File: config.mk
export PLATFORM = sky130hd
export DESIGN_NAME = golomb_stream_encoder_core
export DESIGN_NICKNAME = d
export VERILOG_FILES = /design/src/rtl/core/gse_pkg.sv /design/src/rtl/core/gse_front.sv /design/src/rtl/core/gse_queue.sv /design/src/rtl/core/gse_packer.sv /design/src/rtl/core/golomb_stream_encoder_core.sv
export SDC_FILE = /design/constraint.sdc
export NUM_CORES = 1
export LEC_CHECK = 0
export BUFFER_PORTS_ARGS = -buffer_cell sky130_fd_sc_hd__buf_2
export CORE_ASPECT_RATIO = 1.75
export CORE_MARGIN = 3
export CORE_UTILIZATION = 58
export CTS_CLUSTER_DIAMETER = 30
export DETAILED_ROUTE_END_ITERATION = 7
export PLACE_DENSITY_LB_ADDON = 0.12
export SKIP_LAST_GASP = 1
export SLEW_MARGIN = 10
export SYNTH_ARGS = -nofsm -noshare
export SYNTH_HDL_FRONTEND = slang
export SYNTH_SLANG_ARGS = --single-unit
File: constraint.sdc
create_clock -name clock -period 5.2 [get_ports clock]
set_input_delay 0.52 -clock clock [delete_from_list [all_inputs] [get_ports clock]]
set_output_delay 0.52 -clock clock [all_outputs]
set_load 0.01 [all_outputs]
File: src/rtl/core/gse_pkg.sv
// Shared types and constants for the Golomb stream encoder.
// Used by every module under rtl/core; depends on nothing else.
package gse_pkg;

   // Field and register widths
   localparam int VALUE_BITS    = 16;
   localparam int DIVISOR_BITS  = 17;
   localparam int CODE_BITS_W   = 5;
   localparam int WORD_BITS     = 32;
   localparam int MAX_QUOTIENT  = 32;

   // Quotient register: one bit beyond the bound so an oversize quotient shows
   localparam int QUOT_BITS     = $clog2(MAX_QUOTIENT + 1);
   localparam int STEP_BITS     = $clog2(QUOT_BITS);

   // Pending stream bits and their count
   localparam int PEND_BITS     = WORD_BITS - 1;
   localparam int CNT_BITS      = $clog2(WORD_BITS);
   localparam int ACC_BITS      = PEND_BITS + WORD_BITS;

   // Dividend is value + 2M, one bit wider than the larger term
   localparam int DIFF_BITS     = ((VALUE_BITS > DIVISOR_BITS + 1) ?
                                   VALUE_BITS : DIVISOR_BITS + 1) + 1;
   localparam int SHM_BITS      = DIVISOR_BITS + QUOT_BITS;
   localparam int CMP_BITS      = (SHM_BITS > DIFF_BITS) ? SHM_BITS : DIFF_BITS;

   // Queue between front and back
   localparam int QUEUE_DEPTH   = 2;
   localparam int QPTR_BITS     = $clog2(QUEUE_DEPTH);
   localparam int QCNT_BITS     = $clog2(QUEUE_DEPTH + 1);

   // Configuration register indexes and reset values
   localparam int CSR_INDEX_BITS = 1;
   localparam logic [CSR_INDEX_BITS-1:0] REG_DIVISOR   = 1'd0;
   localparam logic [CSR_INDEX_BITS-1:0] REG_CODE_BITS = 1'd1;
   localparam logic [DIVISOR_BITS-1:0]   DIVISOR_RESET   = 17'd12;
   localparam logic [CODE_BITS_W-1:0]    CODE_BITS_RESET = 5'd4;

   // Live configuration handed to the front
   typedef struct packed {
      logic [DIVISOR_BITS-1:0] divisor;
      logic [CODE_BITS_W-1:0]  code_bits;
   } cfg_type;

   // One classified item as it waits for the packer
   typedef struct packed {
      logic [PEND_BITS-1:0]   rem_bits;
      logic [QUOT_BITS-1:0]   quot;
      logic [CODE_BITS_W-1:0] code_bits;
      logic                   reject;
      logic                   last;
   } code_entry_type;

endpackage

File: src/rtl/core/gse_front.sv
// Front end: accepts a value, finds its Golomb quotient and remainder.
// Depends on gse_pkg; feeds gse_queue.
module gse_front (
   input  logic                          clock,
   input  logic                          reset,
   input  logic                          req_valid,
   output logic                          req_stall,
   input  logic [gse_pkg::VALUE_BITS-1:0] req_value,
   input  logic                          req_last_value,
   input  gse_pkg::cfg_type              cfg,
   output logic                          push_valid,
   output gse_pkg::code_entry_type       push_entry,
   input  logic                          queue_full
);
   import gse_pkg::*;

   localparam logic [2:0] F_IDLE  = 3'd0;
   localparam logic [2:0] F_PREP  = 3'd1;
   localparam logic [2:0] F_RANGE = 3'd2;
   localparam logic [2:0] F_DIV   = 3'd3;
   localparam logic [2:0] F_PUSH  = 3'd4;

   logic [2:0]              state_ff, state_in;
   logic [VALUE_BITS-1:0]   value_ff, value_in;
   logic                    last_ff, last_in;
   logic [DIVISOR_BITS-1:0] divisor_ff, divisor_in;
   logic [CODE_BITS_W-1:0]  code_bits_ff, code_bits_in;
   logic [DIFF_BITS-1:0]    rem_ff, rem_in;
   logic [QUOT_BITS-1:0]    quot_ff, quot_in;
   logic [STEP_BITS-1:0]    step_ff, step_in;
   logic                    over_ff, over_in;

   logic [DIFF_BITS-1:0]    pos;
   logic [DIFF_BITS-1:0]    neg;
   logic                    neg_fits;
   logic [CMP_BITS-1:0]     rem_wide;
   logic [CMP_BITS-1:0]     shifted_m;
   logic [CMP_BITS-1:0]     range_lim;
   logic                    div_ge;
   logic [WORD_BITS-1:0]    rem_wrap;

   // Datapath terms
   assign pos       = DIFF_BITS'(value_ff) + (DIFF_BITS'(divisor_ff) << 1);
   assign neg_fits  = int'(code_bits_ff) < DIFF_BITS;
   assign neg       = DIFF_BITS'(1) << code_bits_ff;
   assign rem_wide  = CMP_BITS'(rem_ff);
   assign shifted_m = CMP_BITS'(divisor_ff) << step_ff;
   assign range_lim = CMP_BITS'(divisor_ff) << QUOT_BITS;
   assign div_ge    = rem_wide >= shifted_m;

   // Sequencer: latch, offset, range check, one quotient bit a cycle, hand over
   always_comb begin
      state_in     = state_ff;
      value_in     = value_ff;
      last_in      = last_ff;
      divisor_in   = divisor_ff;
      code_bits_in = code_bits_ff;
      rem_in       = rem_ff;
      quot_in      = quot_ff;
      step_in      = step_ff;
      over_in      = over_ff;
      case (state_ff)
         F_IDLE: begin
            if (req_valid) begin
               value_in     = req_value;
               last_in      = req_last_value;
               // a zero divisor acts as one
               divisor_in   = (cfg.divisor == '0) ? DIVISOR_BITS'(1) : cfg.divisor;
               code_bits_in = cfg.code_bits;
               state_in     = F_PREP;
            end
         end
         F_PREP: begin
            // negative dividend gives quotient zero
            if (neg_fits && pos >= neg) begin
               rem_in = pos - neg;
            end else begin
               rem_in = '0;
            end
            quot_in  = '0;
            state_in = F_RANGE;
         end
         F_RANGE: begin
            over_in  = rem_wide >= range_lim;
            step_in  = STEP_BITS'(QUOT_BITS - 1);
            state_in = F_DIV;
         end
         F_DIV: begin
            if (div_ge) begin
               rem_in = rem_ff - shifted_m[DIFF_BITS-1:0];
            end
            quot_in = {quot_ff[QUOT_BITS-2:0], div_ge};
            if (step_ff == '0) begin
               state_in = F_PUSH;
            end else begin
               step_in = step_ff - STEP_BITS'(1);
            end
         end
         F_PUSH: begin
            if (!queue_full) begin
               state_in = F_IDLE;
            end
         end
         default: begin
            state_in = F_IDLE;
         end
      endcase
   end

   // Remainder field: (r - M) keeps the low b bits of v - (q-1)M
   assign rem_wrap = WORD_BITS'(rem_ff) - WORD_BITS'(divisor_ff);

   // b + q stays below 64 for every register value, so only q is bounded
   always_comb begin
      push_entry.reject    = over_ff || (quot_ff > QUOT_BITS'(MAX_QUOTIENT));
      push_entry.quot      = quot_ff;
      push_entry.code_bits = code_bits_ff;
      push_entry.last      = last_ff;
      push_entry.rem_bits  = (quot_ff == '0) ? PEND_BITS'(value_ff)
                                             : rem_wrap[PEND_BITS-1:0];
   end

   assign push_valid = state_ff == F_PUSH;
   assign req_stall  = state_ff != F_IDLE;

   always_ff @(posedge clock) begin
      if (reset) begin
         state_ff <= F_IDLE;
      end else begin
         state_ff <= state_in;
      end
   end

   always_ff @(posedge clock) begin
      value_ff     <= value_in;
      last_ff      <= last_in;
      divisor_ff   <= divisor_in;
      code_bits_ff <= code_bits_in;
      rem_ff       <= rem_in;
      quot_ff      <= quot_in;
      step_ff      <= step_in;
      over_ff      <= over_in;
   end

endmodule

File: src/rtl/core/gse_queue.sv
// Two-entry queue of classified items between front and packer.
// Depends on gse_pkg.
module gse_queue (
   input  logic                    clock,
   input  logic                    reset,
   input  logic                    push_valid,
   input  gse_pkg::code_entry_type push_entry,
   output logic                    full,
   input  logic                    pop,
   output gse_pkg::code_entry_type head_entry,
   output logic                    empty
);
   import gse_pkg::*;

   code_entry_type       entries_ff [QUEUE_DEPTH];
   logic [QPTR_BITS-1:0] wr_ptr_ff, wr_ptr_in;
   logic [QPTR_BITS-1:0] rd_ptr_ff, rd_ptr_in;
   logic [QCNT_BITS-1:0] count_ff, count_in;
   logic                 do_push;
   logic                 do_pop;

   assign full       = count_ff == QCNT_BITS'(QUEUE_DEPTH);
   assign empty      = count_ff == '0;
   assign do_push    = push_valid && !full;
   assign do_pop     = pop && !empty;
   assign head_entry = entries_ff[rd_ptr_ff];

   // Pointer and fill count
   always_comb begin
      wr_ptr_in = wr_ptr_ff;
      rd_ptr_in = rd_ptr_ff;
      count_in  = count_ff;
      if (do_push) begin
         wr_ptr_in = (wr_ptr_ff == QPTR_BITS'(QUEUE_DEPTH - 1)) ? '0
                                                               : wr_ptr_ff + QPTR_BITS'(1);
      end
      if (do_pop) begin
         rd_ptr_in = (rd_ptr_ff == QPTR_BITS'(QUEUE_DEPTH - 1)) ? '0
                                                               : rd_ptr_ff + QPTR_BITS'(1);
      end
      if (do_push && !do_pop) begin
         count_in = count_ff + QCNT_BITS'(1);
      end else if (do_pop && !do_push) begin
         count_in = count_ff - QCNT_BITS'(1);
      end
   end

   always_ff @(posedge clock) begin
      if (reset) begin
         wr_ptr_ff <= '0;
         rd_ptr_ff <= '0;
         count_ff  <= '0;
      end else begin
         wr_ptr_ff <= wr_ptr_in;
         rd_ptr_ff <= rd_ptr_in;
         count_ff  <= count_in;
      end
   end

   always_ff @(posedge clock) begin
      if (do_push) begin
         entries_ff[wr_ptr_ff] <= push_entry;
      end
   end

endmodule

File: src/rtl/core/gse_packer.sv
// Back end: appends codewords to the bit stream and sends 32-bit words.
// Depends on gse_pkg; drains gse_queue, drives the result channel.
module gse_packer (
   input  logic                         clock,
   input  logic                         reset,
   input  gse_pkg::code_entry_type      head_entry,
   input  logic                         empty,
   output logic                         pop,
   output logic                         rsp_valid,
   input  logic                         rsp_stall,
   output logic [gse_pkg::WORD_BITS-1:0] rsp_packed_word,
   output logic                         rsp_last_word,
   output logic                         rsp_rejected
);
   import gse_pkg::*;

   // Phases of one item: remainder field, quotient field, flush
   localparam logic [1:0] P_CODE  = 2'd0;
   localparam logic [1:0] P_QUOT  = 2'd1;
   localparam logic [1:0] P_FLUSH = 2'd2;

   logic [1:0]           phase_ff, phase_in;
   logic [PEND_BITS-1:0] pend_ff, pend_in;
   logic [CNT_BITS-1:0]  cnt_ff, cnt_in;
   logic                 out_valid_ff, out_valid_in;
   logic [WORD_BITS-1:0] out_word_ff, out_word_in;
   logic                 out_last_ff, out_last_in;
   logic                 out_rej_ff, out_rej_in;

   logic                 out_free;
   logic                 step;
   logic                 load;
   logic [QUOT_BITS-1:0] n;
   logic [WORD_BITS-1:0] bits;
   logic [WORD_BITS:0]   n_mask;
   logic [ACC_BITS-1:0]  acc;
   logic [ACC_BITS-1:0]  acc_shift;
   logic [QUOT_BITS-1:0] sum;
   logic                 emit;
   logic [CNT_BITS-1:0]  new_cnt;
   logic [PEND_BITS:0]   cnt_mask;
   logic [PEND_BITS-1:0] new_pend;
   logic [WORD_BITS-1:0] flush_word;

   assign out_free = !out_valid_ff || !rsp_stall;
   assign step     = !empty && out_free;

   // Append up to 32 bits to the pending bits; a full word drops out on top
   always_comb begin
      if (phase_ff == P_QUOT) begin
         n    = head_entry.quot;
         bits = WORD_BITS'(1);
      end else begin
         n    = QUOT_BITS'(head_entry.code_bits);
         bits = WORD_BITS'(head_entry.rem_bits);
      end
   end

   assign n_mask    = ((WORD_BITS + 1)'(1) << n) - (WORD_BITS + 1)'(1);
   assign acc       = (ACC_BITS'(pend_ff) << n) | ACC_BITS'(bits & n_mask[WORD_BITS-1:0]);
   assign sum       = QUOT_BITS'(cnt_ff) + n;
   assign emit      = sum >= QUOT_BITS'(WORD_BITS);
   assign new_cnt   = sum[CNT_BITS-1:0];
   assign acc_shift = acc >> new_cnt;
   assign cnt_mask  = ((PEND_BITS + 1)'(1) << new_cnt) - (PEND_BITS + 1)'(1);
   assign new_pend  = acc[PEND_BITS-1:0] & cnt_mask[PEND_BITS-1:0];

   // Flush: leftover bits left-aligned, zero padded
   assign flush_word = WORD_BITS'(pend_ff)
                       << (QUOT_BITS'(WORD_BITS) - QUOT_BITS'(cnt_ff));

   // Phase control and result selection
   always_comb begin
      phase_in    = phase_ff;
      pend_in     = pend_ff;
      cnt_in      = cnt_ff;
      pop         = 1'b0;
      load        = 1'b0;
      out_word_in = out_word_ff;
      out_last_in = out_last_ff;
      out_rej_in  = out_rej_ff;
      if (step) begin
         case (phase_ff)
            P_CODE: begin
               if (head_entry.reject) begin
                  // skipped value: one zero word, stream untouched
                  load        = 1'b1;
                  out_word_in = '0;
                  out_rej_in  = 1'b1;
                  out_last_in = head_entry.last && (cnt_ff == '0);
                  if (head_entry.last && cnt_ff != '0) begin
                     phase_in = P_FLUSH;
                  end else begin
                     pop = 1'b1;
                  end
               end else begin
                  load        = emit;
                  out_word_in = acc_shift[WORD_BITS-1:0];
                  out_rej_in  = 1'b0;
                  out_last_in = head_entry.last && (head_entry.quot == '0) &&
                                (new_cnt == '0);
                  pend_in     = new_pend;
                  cnt_in      = new_cnt;
                  if (head_entry.quot != '0) begin
                     phase_in = P_QUOT;
                  end else if (head_entry.last && new_cnt != '0) begin
                     phase_in = P_FLUSH;
                  end else begin
                     pop = 1'b1;
                  end
               end
            end
            P_QUOT: begin
               // q-1 zeros and a closing one
               load        = emit;
               out_word_in = acc_shift[WORD_BITS-1:0];
               out_rej_in  = 1'b0;
               out_last_in = head_entry.last && (new_cnt == '0);
               pend_in     = new_pend;
               cnt_in      = new_cnt;
               if (head_entry.last && new_cnt != '0) begin
                  phase_in = P_FLUSH;
               end else begin
                  phase_in = P_CODE;
                  pop      = 1'b1;
               end
            end
            P_FLUSH: begin
               load        = 1'b1;
               out_word_in = flush_word;
               out_rej_in  = 1'b0;
               out_last_in = 1'b1;
               pend_in     = '0;
               cnt_in      = '0;
               phase_in    = P_CODE;
               pop         = 1'b1;
            end
            default: begin
               phase_in = P_CODE;
            end
         endcase
      end
   end

   // Output register: refilled as soon as the waiting item is taken
   always_comb begin
      out_valid_in = out_valid_ff;
      if (load) begin
         out_valid_in = 1'b1;
      end else if (out_valid_ff && !rsp_stall) begin
         out_valid_in = 1'b0;
      end
   end

   always_ff @(posedge clock) begin
      if (reset) begin
         phase_ff     <= P_CODE;
         pend_ff      <= '0;
         cnt_ff       <= '0;
         out_valid_ff <= 1'b0;
      end else begin
         phase_ff     <= phase_in;
         pend_ff      <= pend_in;
         cnt_ff       <= cnt_in;
         out_valid_ff <= out_valid_in;
      end
   end

   always_ff @(posedge clock) begin
      if (load) begin
         out_word_ff <= out_word_in;
         out_last_ff <= out_last_in;
         out_rej_ff  <= out_rej_in;
      end
   end

   assign rsp_valid       = out_valid_ff;
   assign rsp_packed_word = out_word_ff;
   assign rsp_last_word   = out_last_ff;
   assign rsp_rejected    = out_rej_ff;

endmodule

File: src/rtl/core/golomb_stream_encoder_core.sv
// Golomb stream encoder top level: configuration registers, front, queue, packer.
// Depends on gse_pkg, gse_front, gse_queue and gse_packer.
//
// Each value goes through the front end in order: it is taken in, the offset is
// applied, the range is checked, a bit-per-cycle restoring divider forms the
// quotient, and the item is handed to a two-entry queue once it has room. No new
// value is taken until that hand-over is done.
// The packer behind the queue handles the remainder field, then the quotient
// field when q is nonzero and the flush of a last value, and sends at most one
// 32-bit word a cycle through its output register while rsp_stall is low, so it
// keeps pace and rarely pushes back. Values whose quotient exceeds 32 are not
// coded: they give a single zero word flagged as rejected. Divisor and code
// width are sampled as each value is taken, and may be written only while the
// block is idle.
module golomb_stream_encoder_core (
   input  logic                              clock,
   input  logic                              reset,
   input  logic                              req_valid,
   output logic                              req_stall,
   input  logic [gse_pkg::VALUE_BITS-1:0]    req_value,
   input  logic                              req_last_value,
   output logic                              rsp_valid,
   input  logic                              rsp_stall,
   output logic [gse_pkg::WORD_BITS-1:0]     rsp_packed_word,
   output logic                              rsp_last_word,
   output logic                              rsp_rejected,
   input  logic                              csr_write_en,
   input  logic [gse_pkg::CSR_INDEX_BITS-1:0] csr_index,
   input  logic [gse_pkg::DIVISOR_BITS-1:0]  csr_wdata
);
   import gse_pkg::*;

   logic [DIVISOR_BITS-1:0] divisor_ff, divisor_in;
   logic [CODE_BITS_W-1:0]  code_bits_ff, code_bits_in;
   cfg_type                 cfg;
   logic                    push_valid;
   code_entry_type          push_entry;
   logic                    queue_full;
   logic                    queue_pop;
   code_entry_type          head_entry;
   logic                    queue_empty;

   // Configuration registers
   always_comb begin
      divisor_in   = divisor_ff;
      code_bits_in = code_bits_ff;
      if (csr_write_en) begin
         case (csr_index)
            REG_DIVISOR:   divisor_in   = csr_wdata;
            REG_CODE_BITS: code_bits_in = csr_wdata[CODE_BITS_W-1:0];
            default: begin
               divisor_in = divisor_ff;
            end
         endcase
      end
   end

   always_ff @(posedge clock) begin
      if (reset) begin
         divisor_ff   <= DIVISOR_RESET;
         code_bits_ff <= CODE_BITS_RESET;
      end else begin
         divisor_ff   <= divisor_in;
         code_bits_ff <= code_bits_in;
      end
   end

   assign cfg.divisor   = divisor_ff;
   assign cfg.code_bits = code_bits_ff;

   gse_front u_front (
      .clock          (clock),
      .reset          (reset),
      .req_valid      (req_valid),
      .req_stall      (req_stall),
      .req_value      (req_value),
      .req_last_value (req_last_value),
      .cfg            (cfg),
      .push_valid     (push_valid),
      .push_entry     (push_entry),
      .queue_full     (queue_full)
   );

   gse_queue u_queue (
      .clock      (clock),
      .reset      (reset),
      .push_valid (push_valid),
      .push_entry (push_entry),
      .full       (queue_full),
      .pop        (queue_pop),
      .head_entry (head_entry),
      .empty      (queue_empty)
   );

   gse_packer u_packer (
      .clock           (clock),
      .reset           (reset),
      .head_entry      (head_entry),
      .empty           (queue_empty),
      .pop             (queue_pop),
      .rsp_valid       (rsp_valid),
      .rsp_stall       (rsp_stall),
      .rsp_packed_word (rsp_packed_word),
      .rsp_last_word   (rsp_last_word),
      .rsp_rejected    (rsp_rejected)
   );

endmodule

==> results.md, run 1 <==
- Post-CTS Resized: 0
- Sequential-to-total area share from yosys stat: 0.284
- Status: stopped before the end
- Number of primary I/O pins: 76
- Largest net degree at the start of global routing: 70
- CTS HTree Levels: 2
- Number of synthesized flops with an enable pin: 168
- Cell Area, Synth: 0.0226 mm²
- Synth Register Bits: 237
- RD Place Congestion: ~1.3
- Most frequently used flop master after synthesis: sky130_fd_sc_hd__edfxtp_1
- Post-Place Worst Slack: 0.0814 ns
- Net count of the mapped netlist: 2,865
- Portion of synthesized cell area occupied by the leading cell type: 0.223
- Library cell with the largest summed area after synthesis: sky130_fd_sc_hd__edfxtp_1
- Stage reached: global routing (5_1_grt)
- Global route overflow: 160
- FFs w/ async S/R, synth: 0
- Wire length of the first global-routing pass: 187,000 µm
- Post-Synthesis Cells: 2,721
- Number of placement rows: 95
- Synth area leaders: sky130_fd_sc_hd__edfxtp_1, sky130_fd_sc_hd__mux2i_1, sky130_fd_sc_hd__dfxtp_1
- CTS Sinks: 237
- Deepest clock path buffer count: 3
- Count of hold-fix buffers inserted at cts: 0
- Postcts setup bufs: 0
- Input/output buffers: 75
- GRT Util Overall: 0.595
- Vias in the first global route: 26,700
- Root buf cell: sky130_fd_sc_hd__clkbuf_16
- Most used standard cell by instance count after synthesis: sky130_fd_sc_hd__nand2_1
- Width of the die: 155 µm
- Post-DP HPWL: between 80,000 and 90,000 µm
- Average size of a mapped cell: 8.32 µm²
- First error: [ERROR GRT-0116] Global routing finished with congestion. Check the congestion regions in the DRC Viewer.
- Total CTS buffers: 41
- Yosys cell types: 98
- Most used standard cells in the synthesized netlist: sky130_fd_sc_hd__nand2_1, sky130_fd_sc_hd__nor2_1, sky130_fd_sc_hd__a21oi_1
- Initial Util: 0.588
- Count of synthesis-stage warnings from yosys: 0
- Vertical extent of the die: 267 µm
## stage by stage
step | hold slack [ns] | setup TNS, ns | util | area, µm² | std cells
floorplan | 0.408 | -0.00854 | - | 22700 | 2721
detailed placement | 0.421 | 0 | 0.630 | 24300 | 3250
global placement | 0.417 | 0 | 0.630 | 24300 | 3250
CTS | 0.112 | 0 | 0.667 | 25700 | 3325
## cells by family after synthesis
group                    after synthesis  share of synthesized area
flip-flops                           237                      0.284
buffers and inverters                276                     0.0492
AND/OR/NAND/NOR                      907                      0.183
multiplexers                         255                      0.137
adder cells (fa/ha/maj)              104                     0.0591
AO/OA/AOI/OAI                        865                      0.258
XOR/XNOR                              77                     0.0298
## routing by layer
metal  GRT overflow  global-route usage
met5              0              0.0417
met4             73               0.653
met3              1               0.336
met2             84               0.854
met1              2               0.556
==> run 2: changes to the inputs <==
--- a/config.mk
+++ b/config.mk
@@ -6,12 +6,10 @@
 export NUM_CORES = 1
 export LEC_CHECK = 0
 export BUFFER_PORTS_ARGS = -buffer_cell sky130_fd_sc_hd__buf_2
-export CORE_ASPECT_RATIO = 1.75
 export CORE_MARGIN = 3
-export CORE_UTILIZATION = 58
-export CTS_CLUSTER_DIAMETER = 30
+export CORE_UTILIZATION = 40
 export DETAILED_ROUTE_END_ITERATION = 7
-export PLACE_DENSITY_LB_ADDON = 0.12
+export PLACE_DENSITY_LB_ADDON = 0.15
 export SKIP_LAST_GASP = 1
 export SLEW_MARGIN = 10
 export SYNTH_ARGS = -nofsm -noshare
==> constraint.sdc (replaced) <==
create_clock -name clock -period 6.75 [get_ports clock]
set_input_delay 0.675 -clock clock [delete_from_list [all_inputs] [get_ports clock]]
set_output_delay 0.675 -clock clock [all_outputs]
set_load 0.01 [all_outputs]
==> run 2 against run 1 <==
Against the previous run:
- area after synthesis did not move
- the run now ends clean
- synthesized cell count is the same
==> results.md, run 2 <==
- Flip-flop count of the largest register after layout: 66
- Count of hold-fix buffers inserted at cts: 0
- Worst Path Arrival: 6.53 ns
- Post-layout minimum cycle time: 6.19 ns
- Post-DP HPWL: between 80,000 and 90,000 µm
- Postcts setup bufs: 0
- Initial Util: 0.408
- Clock latency on the worst-skew pair: 0.60 ns
- Final-report hold violation count: 0
- Maximum cell stage delay along the critical path: 0.76 ns
- Slew headroom: 0.115
- Most used standard cell by instance count after synthesis: sky130_fd_sc_hd__nand2_1
- Vias in the first global route: around 23,000
- Most frequently used flop master after synthesis: sky130_fd_sc_hd__edfxtp_1
- Input/output buffers: 75
- Static Leak: approximately 9.4 nW
- Placed Cells incl. Taps: about 3,400
- Synth Register Bits: around 240
- Non-filler cells in the finished layout: 3,492
- Diode count: 0
- Most frequent cells in the layout: sky130_fd_sc_hd__nand2_1, sky130_fd_sc_hd__nor2_1, sky130_fd_sc_hd__a21oi_1
- Ratio of final minimum period to clock period: 0.917
- Synthesized-area fraction occupied by xor and xnor cells: 0.0298
- Number of synthesized flops with an enable pin: 168
- Vertical extent of the die: 244 µm
- Final routed wire length divided by cell count: 31.6 µm
- Number of max-slew violations in the final report: 0
- Number of setup violations in the final report: 0
- Cell Area, Synth: 0.0226 mm²
- Yosys cell types: 98
- Crit path kind: flip-flop to flip-flop
- Class of the tightest hold or removal check: primary input to flip-flop
- Cell-by-cell trace of the critical path: inv_1, ha_1, mux2i_1, mux2_2, inv_1, a21o_1, nor2_1, buf_4, nand3_1, ha_1, o31ai_2, nor4_1, or3_1, a221o_1, mux4_2, a222oi_1, mux2i_1, a221o_1
- Global route overflow: 0
- Largest net degree at the start of global routing: 70
- Crit path buf inv count: 3
- Most common library cell in the layout ignoring fill and taps: sky130_fd_sc_hd__nand2_1
- Detail Route Antenna Nets: 0
- Type of element capturing the critical path: flip-flop
- Synth area leaders: sky130_fd_sc_hd__edfxtp_1, sky130_fd_sc_hd__mux2i_1, sky130_fd_sc_hd__dfxtp_1
- Number of violations of the max-capacitance limit: 0
- Maximum fanout along the worst path: 18
- Kind of cell with the highest combined delay on the critical path: compound AO/OA/AOI/OAI gates
- Library cell with the largest summed area after synthesis: sky130_fd_sc_hd__edfxtp_1
- Dominant combinational cell family by area after synthesis: compound AO/OA/AOI/OAI gates
- CTS Sinks: roughly 240
- Crit path max-delay cell type: sky130_fd_sc_hd__a222oi_1
- Worst slew pin tran: roughly 1.3 ns
- Number of placement rows: 86
- Total CTS buffers: 29
- Starting DRC count in detailed routing: 2,585
- Detailed Routing Iterations Pass 1: 6
- Count of synthesis-stage warnings from yosys: 0
- Max frequency: 0.162 GHz
- FFs w/ async S/R, synth: 0
- Full die area: between 0.05 and 0.06 mm²
- Clock Skew: 0.0292 ns
- Deepest clock path buffer count: 3
- Vias per cell: 6.71
- Clock slew at the register clock pins of the worst setup and hold paths: roughly 0.060 ns
- Max VDD drop: 0.237 mV
- Number of fill cells in the layout: between 5,000 and 6,000
- Pwr/cell area: around 380 mW/mm²
- Total number of vias: roughly 23,000
- Portion of synthesized cell area occupied by the leading cell type: 0.223
- GRT Util Overall: 0.360
- Width of the die: 244 µm
- Kind of start point of the critical path: flip-flop
- Post-Synthesis Cells: around 2,700
- Net count of the mapped netlist: 2,865
- Share of the synthesized area in compound gates (AO/OA/AOI/OAI): 0.258
- Synth-to-Final Area Change: 10.2%
- Register ranked first by flip-flop count: u_queue.entries_ff
- Average size of a mapped cell: ~8.3 µm²
- Drt drc: 0
- Wire length of the first global-routing pass: between 150,000 and 200,000 µm
- Fraction of synthesized area in multiplexers: 0.137
- Post-CTS Resized: 0
- Number of primary I/O pins: 76
- # nets final: 2,865
- Area share of and/or/nand/nor cells after synthesis: 0.183
- Data required time at the worst endpoint: ~7 ns
- Total detailed-routing wirelength: 110,000 µm
- Ratio of cells with drive above 1 in the final layout: 0.129
- CTS HTree Levels: 1
- Placeable core area: 0.0555 mm²
- RD Place Congestion: just over 1
- RSZ-0062 raised after global routing: false
- Sequential-to-total area share from yosys stat: 0.284
- Root buf cell: sky130_fd_sc_hd__clkbuf_16
- Initial antenna violation count: 2
- Clock tree from TritonCTS: yes
- Fraction of the mapped netlist area in adder cells: 0.0591
- Status: finished, final reports clean
- Setup_tns: 0 ns
- Most used standard cells in the synthesized netlist: sky130_fd_sc_hd__nand2_1, sky130_fd_sc_hd__nor2_1, sky130_fd_sc_hd__a21oi_1
-- run 2: report_power, final --
part / switching [mW] / total [mW] / internal [mW]
clock network: 0.661 / 1.67 / 1.01
registers: 0.207 / 2.03 / 1.82
logic: 3.86 / 5.78 / 1.92
-- run 2: per-stage QoR --
step / total power [mW] / setup slack, ns / hold WS [ns] / cell area, µm² / utilization
finish: 9.48 / 0.559 / 0.257 / 25000 / 0.450
detailed placement: 7.62 / 0.696 / 0.418 / 23900 / 0.431
global route: 9.89 / 0.329 / 0.245 / 25000 / 0.450
global placement: 7.63 / 0.755 / 0.416 / 23900 / 0.431
floorplan: 5.61 / 1.39 / 0.408 / 22600 / -
CTS: 9.33 / 0.648 / 0.229 / 25000 / 0.450
-- run 2: worst paths after layout --
check | cells past startpoint | to | start | slack (ns)
max | 18 | u_packer.rsp_packed_word[26] | u_packer.phase_ff[1] | 0.56
min | 1 | u_front.last_ff | req_last_value | 0.26
max reg2reg | 18 | u_packer.rsp_packed_word[26] | u_packer.phase_ff[1] | 0.56
min reg2reg | 0 | u_front.code_bits_ff[0] | code_bits_ff[0] | 0.43
-- run 2: final cells by class --
type / instances / area, µm² / share of cell area
Tap cell: 748 / 936 / 0.0375
Inverter: 79 / 299 / 0.0120
Clock inverter: 12 / 165 / 0.00662
Clock buffer: 42 / 867 / 0.0347
Sequential cell: 237 / 6430 / 0.258
Multi-Input combinational cell: 2208 / 15200 / 0.608
Timing Repair Buffer: 166 / 1080 / 0.0434
-- run 2: routing by layer --
layer | routed length (µm) | share of wire | up-vias | track usage
li1 | - | - | 10400 | -
met1 | 40800 | 0.37 | 11300 | 0.426
met2 | 50900 | 0.46 | 1359 | 0.601
met3 | 9570 | 0.087 | 377 | 0.0646
met4 | 8960 | 0.081 | 2 | 0.235
met5 | 13 | 0.00012 | - | 0
-- run 2: kinds of logic (layout without fill, tap and decap cells) --
group / after synthesis / after routing
xor gates and xnor gates: 77 / 77
and+or+nand+nor: 907 / 907
muxes: 255 / 255
adders and majority gates: 104 / 104
DFF: 237 / 237
buffers and inverters: 276 / 299
AOI/OAI and AO/OA: 865 / 865
Note: power is estimated with default switching activity, not from simulation.
